==> src/rtl/acfp_pkg.sv <==
// ----------------------------------------------------------------------------
// ASCII CAN frame parser package
// Beat types, character codes and limits shared by the parser modules.
// ----------------------------------------------------------------------------
`default_nettype none

package acfp_pkg;

  localparam int LINE_CHARS     = 32;
  localparam int MAX_DATA_BYTES = 8;

  localparam int CNT_W = $clog2(LINE_CHARS + 1);
  localparam int BC_W  = 4;
  localparam int ID_W  = 29;

  localparam logic [ID_W-1:0] EXT_ID_MAX   = 29'h1FFF_FFFF;
  localparam logic [ID_W-1:0] STD_ID_MAX   = 29'h0000_07FF;
  localparam logic [ID_W-1:0] ID_SHIFT_MAX = EXT_ID_MAX >> 4;

  localparam logic [7:0] CH_COLON = 8'h3A;
  localparam logic [7:0] CH_SEMI  = 8'h3B;
  localparam logic [7:0] CH_X     = 8'h58;
  localparam logic [7:0] CH_S     = 8'h53;
  localparam logic [7:0] CH_N     = 8'h4E;
  localparam logic [7:0] CH_R     = 8'h52;
  localparam logic [7:0] CH_0     = 8'h30;
  localparam logic [7:0] CH_9     = 8'h39;
  localparam logic [7:0] CH_UA    = 8'h41;
  localparam logic [7:0] CH_UF    = 8'h46;
  localparam logic [7:0] CH_LA    = 8'h61;
  localparam logic [7:0] CH_LF    = 8'h66;

  typedef struct packed {
    logic [7:0] rx_char;
    logic       rx_error;
  } rx_beat_t;

  typedef struct packed {
    logic            is_extended;
    logic            is_remote;
    logic [ID_W-1:0] frame_id;
    logic [3:0]      frame_length;
    logic [63:0]     frame_data;
  } frame_t;

  // {valid, nibble}
  function automatic logic [4:0] hex_decode(input logic [7:0] c);
    logic [4:0] r;
    r = 5'd0;
    if (c >= CH_0 && c <= CH_9) begin
      r = {1'b1, c[3:0]};
    end else if ((c >= CH_UA && c <= CH_UF) || (c >= CH_LA && c <= CH_LF)) begin
      r = {1'b1, 4'(c[3:0] + 4'd9)};
    end
    return r;
  endfunction

endpackage

`default_nettype wire

==> src/rtl/ascii_can_frame_parser.sv <==
// ----------------------------------------------------------------------------
// ASCII CAN frame parser
// Parses ':' {X|S} id {N data | R len} ';' lines into CAN frame results.
// ----------------------------------------------------------------------------
// A ';' beat passes the input register; its frame then sits in the result register.
// Throughput: one character per cycle while out_stall is low.
// in_stall rises only when the input register is full and the result register
// is held by out_stall.
// Reset (rst_n low, synchronous) empties both registers and leaves the line idle.
`default_nettype none

module ascii_can_frame_parser (
  input  wire logic               clk,
  input  wire logic               rst_n,
  input  wire logic               in_valid,
  input  wire acfp_pkg::rx_beat_t in_data,
  output logic                    in_stall,
  output logic                    out_valid,
  output acfp_pkg::frame_t        out_data,
  input  wire logic               out_stall
);
  import acfp_pkg::*;

  logic     beat_valid;
  logic     beat_take;
  rx_beat_t beat;

  acfp_in_reg u_in_reg (
    .clk        (clk),
    .rst_n      (rst_n),
    .in_valid   (in_valid),
    .in_data    (in_data),
    .in_stall   (in_stall),
    .beat_valid (beat_valid),
    .beat       (beat),
    .beat_take  (beat_take)
  );

  acfp_parser u_parser (
    .clk        (clk),
    .rst_n      (rst_n),
    .beat_valid (beat_valid),
    .beat       (beat),
    .beat_take  (beat_take),
    .out_valid  (out_valid),
    .out_data   (out_data),
    .out_stall  (out_stall)
  );

endmodule

`default_nettype wire

==> src/rtl/acfp_in_reg.sv <==
// ----------------------------------------------------------------------------
// ASCII CAN frame parser input register
// Holds one received character beat until the parser takes it.
// ----------------------------------------------------------------------------
`default_nettype none

module acfp_in_reg (
  input  wire logic              clk,
  input  wire logic              rst_n,
  input  wire logic              in_valid,
  input  wire acfp_pkg::rx_beat_t in_data,
  output logic                   in_stall,
  output logic                   beat_valid,
  output acfp_pkg::rx_beat_t     beat,
  input  wire logic              beat_take
);
  import acfp_pkg::*;

  logic     valid_r, valid_nxt;
  rx_beat_t beat_r, beat_nxt;

  assign in_stall   = valid_r && !beat_take;
  assign beat_valid = valid_r;
  assign beat       = beat_r;

  always_comb begin
    valid_nxt = valid_r;
    beat_nxt  = beat_r;
    if (!in_stall) begin
      valid_nxt = in_valid;
      if (in_valid) begin
        beat_nxt = in_data;
      end
    end
  end

  always_ff @(posedge clk) begin
    if (!rst_n) begin
      valid_r <= 1'b0;
    end else begin
      valid_r <= valid_nxt;
    end
    beat_r <= beat_nxt;
  end

endmodule

`default_nettype wire

==> src/rtl/acfp_parser.sv <==
// ----------------------------------------------------------------------------
// ASCII CAN frame parser core
// Per-character frame state update and the frame result register.
// ----------------------------------------------------------------------------
`default_nettype none

module acfp_parser (
  input  wire logic               clk,
  input  wire logic               rst_n,
  input  wire logic               beat_valid,
  input  wire acfp_pkg::rx_beat_t beat,
  output logic                    beat_take,
  output logic                    out_valid,
  output acfp_pkg::frame_t        out_data,
  input  wire logic               out_stall
);
  import acfp_pkg::*;

  typedef enum logic [2:0] {
    PH_IDLE,
    PH_TYPE,
    PH_ID,
    PH_DATA,
    PH_RLEN,
    PH_TAIL
  } phase_t;

  phase_t           phase_r, phase_nxt;
  logic             in_frame_r, in_frame_nxt;
  logic [CNT_W-1:0] count_r, count_nxt;
  logic             ext_r, ext_nxt;
  logic [ID_W-1:0]  id_r, id_nxt;
  logic             id_big_r, id_big_nxt;
  logic [63:0]      data_r, data_nxt;
  logic [BC_W-1:0]  bytes_r, bytes_nxt;
  logic [3:0]       hi_r, hi_nxt;
  logic             pend_r, pend_nxt;
  logic             remote_r, remote_nxt;
  logic [3:0]       rlen_r, rlen_nxt;
  logic             bad_r, bad_nxt;
  logic             out_valid_r, out_valid_nxt;
  frame_t           out_r, out_nxt;

  logic       out_ready;
  logic [4:0] hx;
  logic [7:0] c;
  logic       frame_ok;

  assign out_ready = !out_valid_r || !out_stall;
  assign beat_take = beat_valid && out_ready;
  assign out_valid = out_valid_r;
  assign out_data  = out_r;
  assign c         = beat.rx_char;
  assign hx        = hex_decode(c);

  assign frame_ok = !bad_r && (count_r < CNT_W'(LINE_CHARS)) && (count_r >= CNT_W'(3)) &&
                    (phase_r != PH_TYPE) && !pend_r && !id_big_r &&
                    (ext_r || (id_r <= STD_ID_MAX));

  always_comb begin
    phase_nxt     = phase_r;
    in_frame_nxt  = in_frame_r;
    count_nxt     = count_r;
    ext_nxt       = ext_r;
    id_nxt        = id_r;
    id_big_nxt    = id_big_r;
    data_nxt      = data_r;
    bytes_nxt     = bytes_r;
    hi_nxt        = hi_r;
    pend_nxt      = pend_r;
    remote_nxt    = remote_r;
    rlen_nxt      = rlen_r;
    bad_nxt       = bad_r;
    out_valid_nxt = out_valid_r && out_stall;
    out_nxt       = out_r;

    if (beat_take) begin
      if (beat.rx_error) begin
        in_frame_nxt = 1'b0;
      end else if (c == CH_COLON) begin
        in_frame_nxt = 1'b1;
        count_nxt    = CNT_W'(1);
        phase_nxt    = PH_TYPE;
        ext_nxt      = 1'b0;
        id_nxt       = '0;
        id_big_nxt   = 1'b0;
        data_nxt     = '0;
        bytes_nxt    = '0;
        hi_nxt       = '0;
        pend_nxt     = 1'b0;
        remote_nxt   = 1'b0;
        rlen_nxt     = '0;
        bad_nxt      = 1'b0;
      end else if (!in_frame_r) begin
        // idle line, character dropped
      end else if (c == CH_SEMI) begin
        in_frame_nxt = 1'b0;
        if (frame_ok) begin
          out_valid_nxt        = 1'b1;
          out_nxt.is_extended  = ext_r;
          out_nxt.is_remote    = remote_r;
          out_nxt.frame_id     = id_r;
          out_nxt.frame_length = remote_r ? rlen_r : bytes_r;
          out_nxt.frame_data   = remote_r ? 64'd0 : data_r;
        end
      end else if (count_r >= CNT_W'(LINE_CHARS)) begin
        bad_nxt = 1'b1;
      end else begin
        count_nxt = count_r + CNT_W'(1);
        if (!bad_r) begin
          unique case (phase_r)
            PH_TYPE: begin
              if (c == CH_X) begin
                ext_nxt   = 1'b1;
                phase_nxt = PH_ID;
              end else if (c == CH_S) begin
                ext_nxt   = 1'b0;
                phase_nxt = PH_ID;
              end else begin
                bad_nxt = 1'b1;
              end
            end
            PH_ID: begin
              if (hx[4]) begin
                if (id_r > ID_SHIFT_MAX) begin
                  id_big_nxt = 1'b1;
                end else begin
                  id_nxt = {id_r[ID_W-5:0], hx[3:0]};
                end
              end else if (c == CH_N) begin
                phase_nxt = PH_DATA;
              end else if (c == CH_R) begin
                remote_nxt = 1'b1;
                phase_nxt  = PH_RLEN;
              end else begin
                phase_nxt = PH_TAIL;
              end
            end
            PH_DATA: begin
              if (hx[4]) begin
                if (pend_r) begin
                  for (int k = 0; k < 8; k++) begin
                    if (bytes_r[2:0] == 3'(k)) begin
                      data_nxt[63-8*k -: 8] = {hi_r, hx[3:0]};
                    end
                  end
                  bytes_nxt = bytes_r + BC_W'(1);
                  pend_nxt  = 1'b0;
                end else if (bytes_r >= BC_W'(MAX_DATA_BYTES)) begin
                  bad_nxt = 1'b1;
                end else begin
                  hi_nxt   = hx[3:0];
                  pend_nxt = 1'b1;
                end
              end else if (pend_r) begin
                bad_nxt = 1'b1;
              end else begin
                phase_nxt = PH_TAIL;
              end
            end
            PH_RLEN: begin
              if (c >= CH_0 && c <= CH_9) begin
                rlen_nxt = c[3:0];
              end
              phase_nxt = PH_TAIL;
            end
            default: begin
            end
          endcase
        end
      end
    end
  end

  always_ff @(posedge clk) begin
    if (!rst_n) begin
      phase_r     <= PH_IDLE;
      in_frame_r  <= 1'b0;
      count_r     <= '0;
      pend_r      <= 1'b0;
      bad_r       <= 1'b0;
      out_valid_r <= 1'b0;
    end else begin
      phase_r     <= phase_nxt;
      in_frame_r  <= in_frame_nxt;
      count_r     <= count_nxt;
      pend_r      <= pend_nxt;
      bad_r       <= bad_nxt;
      out_valid_r <= out_valid_nxt;
    end
    ext_r    <= ext_nxt;
    id_r     <= id_nxt;
    id_big_r <= id_big_nxt;
    data_r   <= data_nxt;
    bytes_r  <= bytes_nxt;
    hi_r     <= hi_nxt;
    remote_r <= remote_nxt;
    rlen_r   <= rlen_nxt;
    out_r    <= out_nxt;
  end

endmodule

`default_nettype wire

==> config.mk <==
export PLATFORM = sky130hd
export DESIGN_NAME = ascii_can_frame_parser
export DESIGN_NICKNAME = d
export VERILOG_FILES = /design/src/rtl/acfp_pkg.sv /design/src/rtl/ascii_can_frame_parser.sv /design/src/rtl/acfp_in_reg.sv /design/src/rtl/acfp_parser.sv
export SDC_FILE = /design/constraint.sdc
export NUM_CORES = 1
export LEC_CHECK = 0
export BUFFER_PORTS_ARGS = -buffer_cell sky130_fd_sc_hd__buf_2
export CORE_MARGIN = 2
export CORE_UTILIZATION = 55
export DETAILED_ROUTE_END_ITERATION = 10
export MAX_ROUTING_LAYER = met4
export PLACE_DENSITY = 0.76
export SYNTH_ARGS = -nofsm -noshare
export SYNTH_HDL_FRONTEND = slang
export SYNTH_HIERARCHICAL = 1
export SYNTH_SLANG_ARGS = --single-unit
export TNS_END_PERCENT = 20
==> constraint.sdc <==
create_clock -name clk -period 14.62 [get_ports clk]
set_input_delay 3.655 -clock clk [delete_from_list [all_inputs] [get_ports clk]]
set_output_delay 3.655 -clock clk [all_outputs]
set_load 0.01 [all_outputs]
# After elaboration in Yosys (flattened, before gate mapping)
# Index checks and enable logic that the tools add are counted.
[totals]
inputBits = 13
elab_cells = 256
ff_bits = 230
out_inout_bits = 101
[op_classes]
n_eq_ne = 30
bitwise = 3
n_reduce_logical = 63
magnitude_cmp = 12
muxes = 116
addsub = 3
[op_table]
columns = ["op", "n"]
rows = [
  ["2-to-1 mux 64 bit", 7],
  ["2-to-1 mux 29 bit", 7],
  ["AND reduction 10 bit", 10],
  ["2-to-1 mux 4 bit", 22],
  ["2-to-1 mux 8 bit", 8],
  ["2-to-1 mux 1 bit", 53],
  ["nonzero test 2 bit", 18],
  ["2-to-1 mux 3 bit", 11],
  ["equality test 8 x 7 -> 1 bit (second input constant)", 4],
  ["> comparator 29 x 25 -> 1 bit (second input constant)", 1],
  ["<= comparator 29 x 11 -> 1 bit (second input constant)", 1],
  ["AND reduction 9 bit", 3],
  ["2-to-1 mux 6 bit", 4],
  ["AND reduction 8 bit", 3],
  ["equality test 8 x 6 -> 1 bit (second input constant)", 2],
  ["greater-or-equal comparator 8 x 7 -> 1 bit (second input constant)", 2],
  ["<= comparator 8 x 7 -> 1 bit (second input constant)", 2],
  ["equality test 3 bit (second input constant)", 5],
  ["equality test 3 x 2 -> 1 bit (second input constant)", 4],
  ["logical AND 1 bit", 12],
  ["one-hot mux 3 bit (4 select lines)", 1],
  ["AND reduction 11 bit", 1],
  ["2-to-1 mux 5 bit", 2],
  ["inequality test 2 x 1 -> 1 bit (second input constant)", 5],
  ["25 further kinds", 39],
]

# Depth between registers and ports, before layout
# Gate-level depths: netlist of run 1.
[depth]
depth_word = 13
ltp_mapped = 9

# Cells and area by module
# Netlist of run 1, hierarchy kept.
[modules_own_cells]
columns = ["module", "seq_area_each_um2", "cells_each", "area_each_um2", "instances"]
rows = [
  ["acfp_parser", 6476.2, 521, 8415.6, 1],
  ["acfp_in_reg", 290.3, 13, 317.8, 1],
]

# Least setup slack after synthesis of run 1
# Ideal clock, no wire load.
[synth_timing]
path_kind = "input -> output"
from = "input port out_stall"
to = "output port in_stall"
path_stages = 3
t_arrival_ps = 3981
slack_ps = 6984
n_path_buf = 0
cell_sequence = "a21bo_2 > inv_1 > nor2b_4"
[synth_via]
elab_chain_len = 5
[synth_rtl]
columns = ["item", "line", "rtl"]
rows = [
  ["start, declared", "ascii_can_frame_parser.sv:20", "input wire logic out_stall"],
  ["zero test 1 bit", "acfp_parser.sv:49", "assign out_ready = !out_valid_r || !out_stall;"],
  ["logical OR 1 bit", "acfp_parser.sv:49", ""],
  ["logical AND 1 bit", "acfp_parser.sv:50", "assign beat_take = beat_valid && out_ready;"],
  ["named net beat_take", "ascii_can_frame_parser.sv:25", "logic beat_take;"],
  ["zero test 1 bit", "acfp_in_reg.sv:22", "assign in_stall = valid_r && !beat_take;"],
  ["logical AND 1 bit", "acfp_in_reg.sv:22", ""],
  ["end, declared", "ascii_can_frame_parser.sv:17", "output logic in_stall,"],
]
# The timed path passes the listed nets, and every way through them passes these cells.

# Final worst setup path of run 1
# Ends and elaborated chain as after synthesis.

==> results of run 1 <==
## metal layers
metal,vias up,routed length (µm)
met5,-,0
met4,0,380
met3,32,862
met2,151,7777
met1,2262,6415
li1,2200,-
## cells by family after synthesis
logic type,Yosys count
flops,230
simple gates,195
compound gates,55
buf+inv,33
fa+ha+maj,12
xor+xnor,6
mux,3
## final timing paths
kind	start	endpoint	slack, ns	depth (start not counted)
max	out_stall	in_stall	6.71	5
min	u_parser/id_r[9]	u_parser/out_data[77]	0.45	0
max reg2reg	u_parser/id_r[28]	u_parser/out_data[8]	11.25	4
min reg2reg	u_parser/id_r[9]	u_parser/out_data[77]	0.45	0
## metrics by stage
step	worst slack (ns)	cells	instance area (µm²)
6_report	6.715	887	10190
2_1_floorplan	6.984	534	8733
3_3_place_gp	6.734	847	9503
4_1_cts	6.711	887	10190
3_5_place_dp	6.713	847	9503
5_1_grt	6.666	887	10190
## worst reg2reg max path, stage by stage, from the launching register on
cell	delay [ns]
edfxtp_1	0.39
nor4_1	0.71
a41oi_1	0.30
and4bb_4	0.75
buf_4	0.78
## registers in the layout (all words and copies together) (netlist names)
register	flops
u_parser/out_valid	1
u_parser/data_r	64
u_parser/rlen_r	4
u_parser/id_big_r	1
u_parser/id_r	29
u_in_reg/beat	9
u_parser/count_r	6
u_parser/in_frame_r	1
u_parser/bytes_r	4
u_parser/pend_r	1
u_in_reg/beat_valid	1
u_parser/out_data	99
u_parser/bad_r	1
u_parser/ext_r	1
u_parser/hi_r	4
u_parser/phase_r	3
u_parser/remote_r	1
## layout by cell type (no fill, tap or decap), drive strengths merged, types with 10 or more instances in the layout
cell and count:
inv 14, dfxtp 14, and2 33, buf 116, nor2b 72, ha 12, nor2 34, a21oi 13
edfxtp 216, clkbuf 28, o21ai 10, clkinv 10, nand2 13
## power breakdown
| part | internal (W) | total [W] | switching (W) |
|---|---|---|---|
| Sequential | 0.000713 | 0.000716 | 0.00000274 |
| Clock | 0.000306 | 0.000532 | 0.000226 |
| Combinational | 0.00000623 | 0.0000150 | 0.00000876 |
| Total | 0.00103 | 0.00126 | 0.000237 |
## layout make-up
cell class / count / area, µm²
inverter: 14 / 52.55
timing repair buffer: 116 / 588.1
clock inverter: 12 / 88.84
multi-input combinational: 271 / 1826
clock buffer: 28 / 594.3
fill: 1080 / 5527
sequential: 230 / 6766
tap: 216 / 270.3
==> results by group, run 1 <==
Status
  • Run status: finished clean

Synthesis
  • Syn Area/Cell: approximately 16 µm²
  • Ys flop type: edfxtp_1
  • Synth Area in Adders: 1.719%
  • Mux share of post-synthesis cell area: 0.3582%
  • Compound-Gate Fraction of Synth Area: under 10%
  • Post-synth top cells: 216 x edfxtp_1, 71 x nor2b_1, 33 x and2_1, 33 x nor2_1, 14 x dfxtp_1
  • Post-Synth Simple-Gate Area: 13.44%
  • Yosys reg bits: 230
  • Number of synthesis warnings: 6
  • Share of the synthesized area in the top cell type: 74.27%
  • Post-synth EDFFs: between 200 and 250
  • Synth Area in XOR/XNOR: 0.6017%
  • Yosys cell types: 64
  • Sequential area share after synthesis: 77.48%
  • Synth top area cells: edfxtp_1 74%, nor2b_1 5.1%, dfxtp_1 3.2%
  • Syn_nets: 559
  • Mapped Cells: 534
  • Synth area leader: edfxtp_1
  • Mapped Area: roughly 0.0087 mm²
  • Largest family of logic cells by synthesized area: simple AND/OR/NAND/NOR gates
  • FFs w/ async S/R, synth: 0%
  • Cell with the most instances after synthesis: edfxtp_1

STA
  • Final worst-path cycle share: 54.07%
  • Worst Tran Pin Value: 1.128 ns
  • Setup violations, final: 0
  • Final worst path period need: 7.905 ns
  • RSZ-0062 raised after global routing: no
  • Maximum clock rate: 126.5 MHz
  • Final hold violations: 0
  • Slew Limit Headroom: about a quarter
  • Final Skew: 0.009396 ns
  • Slew Limit Fails: 0
  • Hold Slack: ~0.45 ns
  • Total negative slack: 0 ns

Setup path
  • Slowest cell on crit path: a21bo_2
  • Crit path buf inv count: 3
  • Critical Path Source Type: primary input
  • Worst path cell trace: buf_2, a21bo_2, inv_1, nor2b_4, buf_2
  • Critical path's largest stage delay: 0.21 ns
  • Critical path arrival: 4.25 ns
  • CP Max Fanout: 4
  • CP Class: primary input to primary output
  • Critical Path Sink Type: primary output
  • Delay-heaviest family, CP: buffers and inverters
  • CP most frequent cell: buf_2
  • Critical path required time: ~11 ns

Cells and area
  • Nets: 680
  • Layout area overhead: 16.63%
  • Diode count: 0
  • Finished Core Util: 64.83%
  • Proportion of layout cells with a drive suffix above 1: between 20% and 30%

GRT
  • GR peak layer: met2
  • Grt met2 use: a little under a third
  • GRT Total Usage: a little under a fifth
  • Vias in the first global route: between 4k and 5k
  • Grt met1 use: 24.31%
  • Met3 Usage GRT: 3.075%
  • First-pass GRT wire length: about 24000 µm
  • Largest net degree at the start of global routing: 73
  • Antenna violations before repair: 0
  • Grt ovf: 0

Detailed routing
  • Final ANT Viol Nets: 0
  • DR WL/cell: 17.40 µm
  • Drc violations: 0
  • Drt via density: 5.237
  • Via count: 4645
  • Routed WL: around 15000 µm
  • First drt pass iteration count: 5
  • 1st-iter DRT viols: 275

Clock tree
  • Total CTS buffers: 22
  • Hold-fix buffers, CTS: 0
  • H-tree level count: 1
  • Clk_lat worst skew: about 0.49 ns
  • CTS tree: done
  • Clock sink total: 230
  • CTS Root Buffer Type: clkbuf_16
  • Post-CTS sizing: 0
  • Setup bufs post-CTS: 0
  • Worst-path clk slew: 0.06 ns
  • Max Root-Sink Buffers: 3

Job
  • Max_cap viols: 0

Floorplanning
  • # IOs: 114
  • DIE WIDTH: 130.0 µm
  • Starting Density: 55.58%
  • Die Y: 130.0 µm
  • Die area: 0.01690 mm²
  • Core area: 0.01571 mm²
  • Row count: 46

Pwr
  • P_leak: between 3 and 4 nW
  • IR drop worst, VDD: 0.09287 mV
  • Power Density: 124.0 mW/mm²
  • Tot Pwr: 0.001263 W

Placement
  • Final Wtd Congestion: 0.8256
  • PortBufs: 113
  • DP HPWL: 10080 µm

Min path
  • Hold Path Class: register to register
No activity file was read; power rests on OpenSTA's default activity.
==> run 2: changes to the inputs <==
--- a/config.mk
+++ b/config.mk
@@ -7,7 +7,7 @@
 export LEC_CHECK = 0
 export BUFFER_PORTS_ARGS = -buffer_cell sky130_fd_sc_hd__buf_2
 export CORE_MARGIN = 2
-export CORE_UTILIZATION = 55
+export CORE_UTILIZATION = 52
 export DETAILED_ROUTE_END_ITERATION = 10
 export MAX_ROUTING_LAYER = met4
 export PLACE_DENSITY = 0.76
==> constraint.sdc (replaced) <==
create_clock -name clk -period 7.1 [get_ports clk]
set_input_delay 1.775 -clock clk [delete_from_list [all_inputs] [get_ports clk]]
set_output_delay 1.775 -clock clk [all_outputs]
set_load 0.01 [all_outputs]
==> run 2 against run 1 <==
- power is 100% higher
- combinational power is 100% higher
- utilization is 3.3 points lower
- clock power is 99% higher
- sequential share of layout area is 0.089 points higher
- flip-flop and latch count stayed put
- via count is 0.95% higher
- global-route usage is 1.6 points lower
- clock skew hardly changed
- register-to-register slack worse by 7.5 ns
- count of clock-buffer cells in the layout stayed put
- first-iteration DRC count is 17% higher
==> results by group, run 2 (synthesized netlist as in run 1, its figures left out) <==
Clock tree
  • Setup bufs post-CTS: 0 (unchanged)
  • H-tree level count: 1 (unchanged)
  • Clock sink total: 230 (unchanged)
  • CTS tree: done
  • Worst-path clk slew: 0.06 ns (about the same)
  • Post-CTS sizing: 0 (unchanged)
  • Clk_lat worst skew: 0.50 ns (about the same)
  • Hold-fix buffers, CTS: 0 (unchanged)
  • Max Root-Sink Buffers: 3 (unchanged)
  • Total CTS buffers: 23 (+4.5%)
  • CTS Root Buffer Type: clkbuf_16

Setup path
  • Slowest cell on crit path: a21bo_2
  • Critical path's largest stage delay: 0.21 ns (about the same)
  • Critical path required time: 5.33 ns (-5.64 ns)
  • CP Max Fanout: 4 (unchanged)
  • FF-to-FF End: u_parser/out_data[25]
  • Worst path cell trace: buf_2, a21bo_2, inv_1, nor2b_4, buf_2
  • Delay-heaviest family, CP: buffers and inverters
  • CP most frequent cell: buf_2
  • Critical Path Sink Type: primary output
  • Crit path buf inv count: 3 (unchanged)
  • CP Class: primary input to primary output
  • Critical Path Source Type: primary input
  • FF-to-FF setup slack: 3.74 ns (-7.51 ns)
  • Worst r2r path cells: 5 (+1)
  • RR Startpoint: u_parser/id_r[22]
  • Worst setup startpoint: out_stall
  • Critical path arrival: 2.36 ns (-1.89 ns)

Detailed routing
  • Drt via density: 5.257 (+0.38%)
  • First drt pass iteration count: 4 (-1)
  • Routed WL: 14950 µm (-3.1%)
  • Final ANT Viol Nets: 0 (unchanged)
  • 1st-iter DRT viols: 322 (+17%)
  • Via count: 4689 (+0.95%)
  • Max Used Layer: met4
  • Drc violations: 0 (unchanged)
  • DR WL/cell: 16.76 µm (-3.7%)
  • DR WL met3: 875 µm (+1.5%)
  • Met2 Routed Length: 7395 µm (-4.9%)
  • Metal-1 WL: 6406 µm (-0.14%)

Placement
  • DP HPWL: 9845 µm (-2.4%)
  • Final Wtd Congestion: 0.8334 (+0.94%)
  • PortBufs: 113 (unchanged)

STA
  • Setup violations, final: 0 (unchanged)
  • Worst Tran Pin Value: 1.020 ns (-0.1088 ns)
  • RSZ-0062 raised after global routing: no
  • Final worst path period need: 4.136 ns
  • Maximum clock rate: roughly 240 MHz
  • Final hold violations: 0 (unchanged)
  • Slew Limit Fails: 0 (unchanged)
  • Final Skew: 0.009003 ns (-0.0003926 ns)
  • Total negative slack: 0 ns (unchanged)
  • Slew Limit Headroom: 31.77% (+7.3 points)
  • Final worst-path cycle share: 58.25%

Cells and area
  • Most frequent cells in the layout: 216 x edfxtp_1, 113 x buf_2, 71 x nor2b_1
  • Nets: 681 (+0.15%)
  • Commonest non-fill, non-tap cell in the layout: edfxtp_1
  • Footprint of the multi-input gates: 0.001826 mm² (unchanged)
  • Diode count: 0 (unchanged)
  • Max reg flops: 99 (unchanged)
  • Sequential Area: 0.006766 mm² (unchanged)
  • Layout area overhead: 16.48%
  • Proportion of layout cells with a drive suffix above 1: 25.00% (-0.63 points)
  • Finished Core Util: 61.56% (-3.3 points)
  • Fill cells: 1186 (+9.8%)

GRT
  • Grt ovf: 0 (unchanged)
  • Vias in the first global route: 4621 (+0.37%)
  • Antenna violations before repair: 0 (unchanged)
  • Largest net degree at the start of global routing: 73 (unchanged)
  • First-pass GRT wire length: 23690 µm (-1.4%)
  • GRT Total Usage: 17.43% (-1.6 points)

Pwr
  • P_leak: 3.263 nW (-0.51%)
  • IR drop worst, VDD: 0.1454 mV (+57%)
  • Tot Pwr: 0.002564 W (+100%)
  • Power Density: 252.1 mW/mm² (+100%)

Floorplanning
  • Core area: 0.01652 mm² (+5.2%)
  • Die area: 0.01785 mm² (+5.6%)
  • Row count: 47 (+2.2%)
  • # IOs: 114 (unchanged)
  • Starting Density: 52.85% (-2.7 points)
  • DIE WIDTH: 133.6 µm (+2.8%)
  • Die Y: 133.6 µm (+2.8%)

Min path
  • Hold worst-path end: u_parser/out_data[73]
  • HP Start: u_parser/id_r[5]
  • Hold Path Class: register to register
  • Worst hold path stage count: 0 (unchanged)

Status
  • Run status: finished clean

Job
  • Max_cap viols: 0 (unchanged)
==> run 2: metrics by stage <==
step                setup WS (ns)  hold slack (ns)  area, µm²  cells
floorplan                   1.872           0.4174       8733    534
global placement            2.812           0.4294       9508    851
detailed placement          2.720           0.4290       9508    851
CTS                         2.960           0.4403      10170    892
global route                2.931           0.4480      10170    892
finish                      2.964           0.4381      10170    892
==> run 2: per-layer routing <==
metal	vias to the layer above	global-route usage (%)
met4	0	5.615
met5	-	-
met3	27	2.892
met1	2295	22.72
met2	163	28.38
li1	2204	-
==> run 2: cell type report <==
class | count | share of cell area, %
Tap cell | 220 | 2.706
Sequential cell | 230 | 66.52
Clock buffer | 28 | 5.843
Inverter | 14 | 0.5166
Clock inverter | 13 | 0.6888
Timing Repair Buffer | 116 | 5.781
Multi-Input combinational cell | 271 | 17.95
==> run 2: worst max path at each step <==
stage	cells past startpoint	slack (ns)	end
after global routing	5	2.93	in_stall
final	5	2.96	in_stall
after CTS	5	2.96	in_stall
after detailed placement	6	2.72	u_parser/out_data[36]
after global placement	6	2.81	u_parser/out_data[32]
after floorplan	4	1.87	u_parser/out_data[0]
==> run 2: power by group <==
part	internal [W]	switching, W	total [W]	leakage [nW]
clock	0.000597	0.000462	0.00106	0.321
sequential	0.00147	0.00000591	0.00147	1.85
combinational	0.0000128	0.0000173	0.0000301	1.09
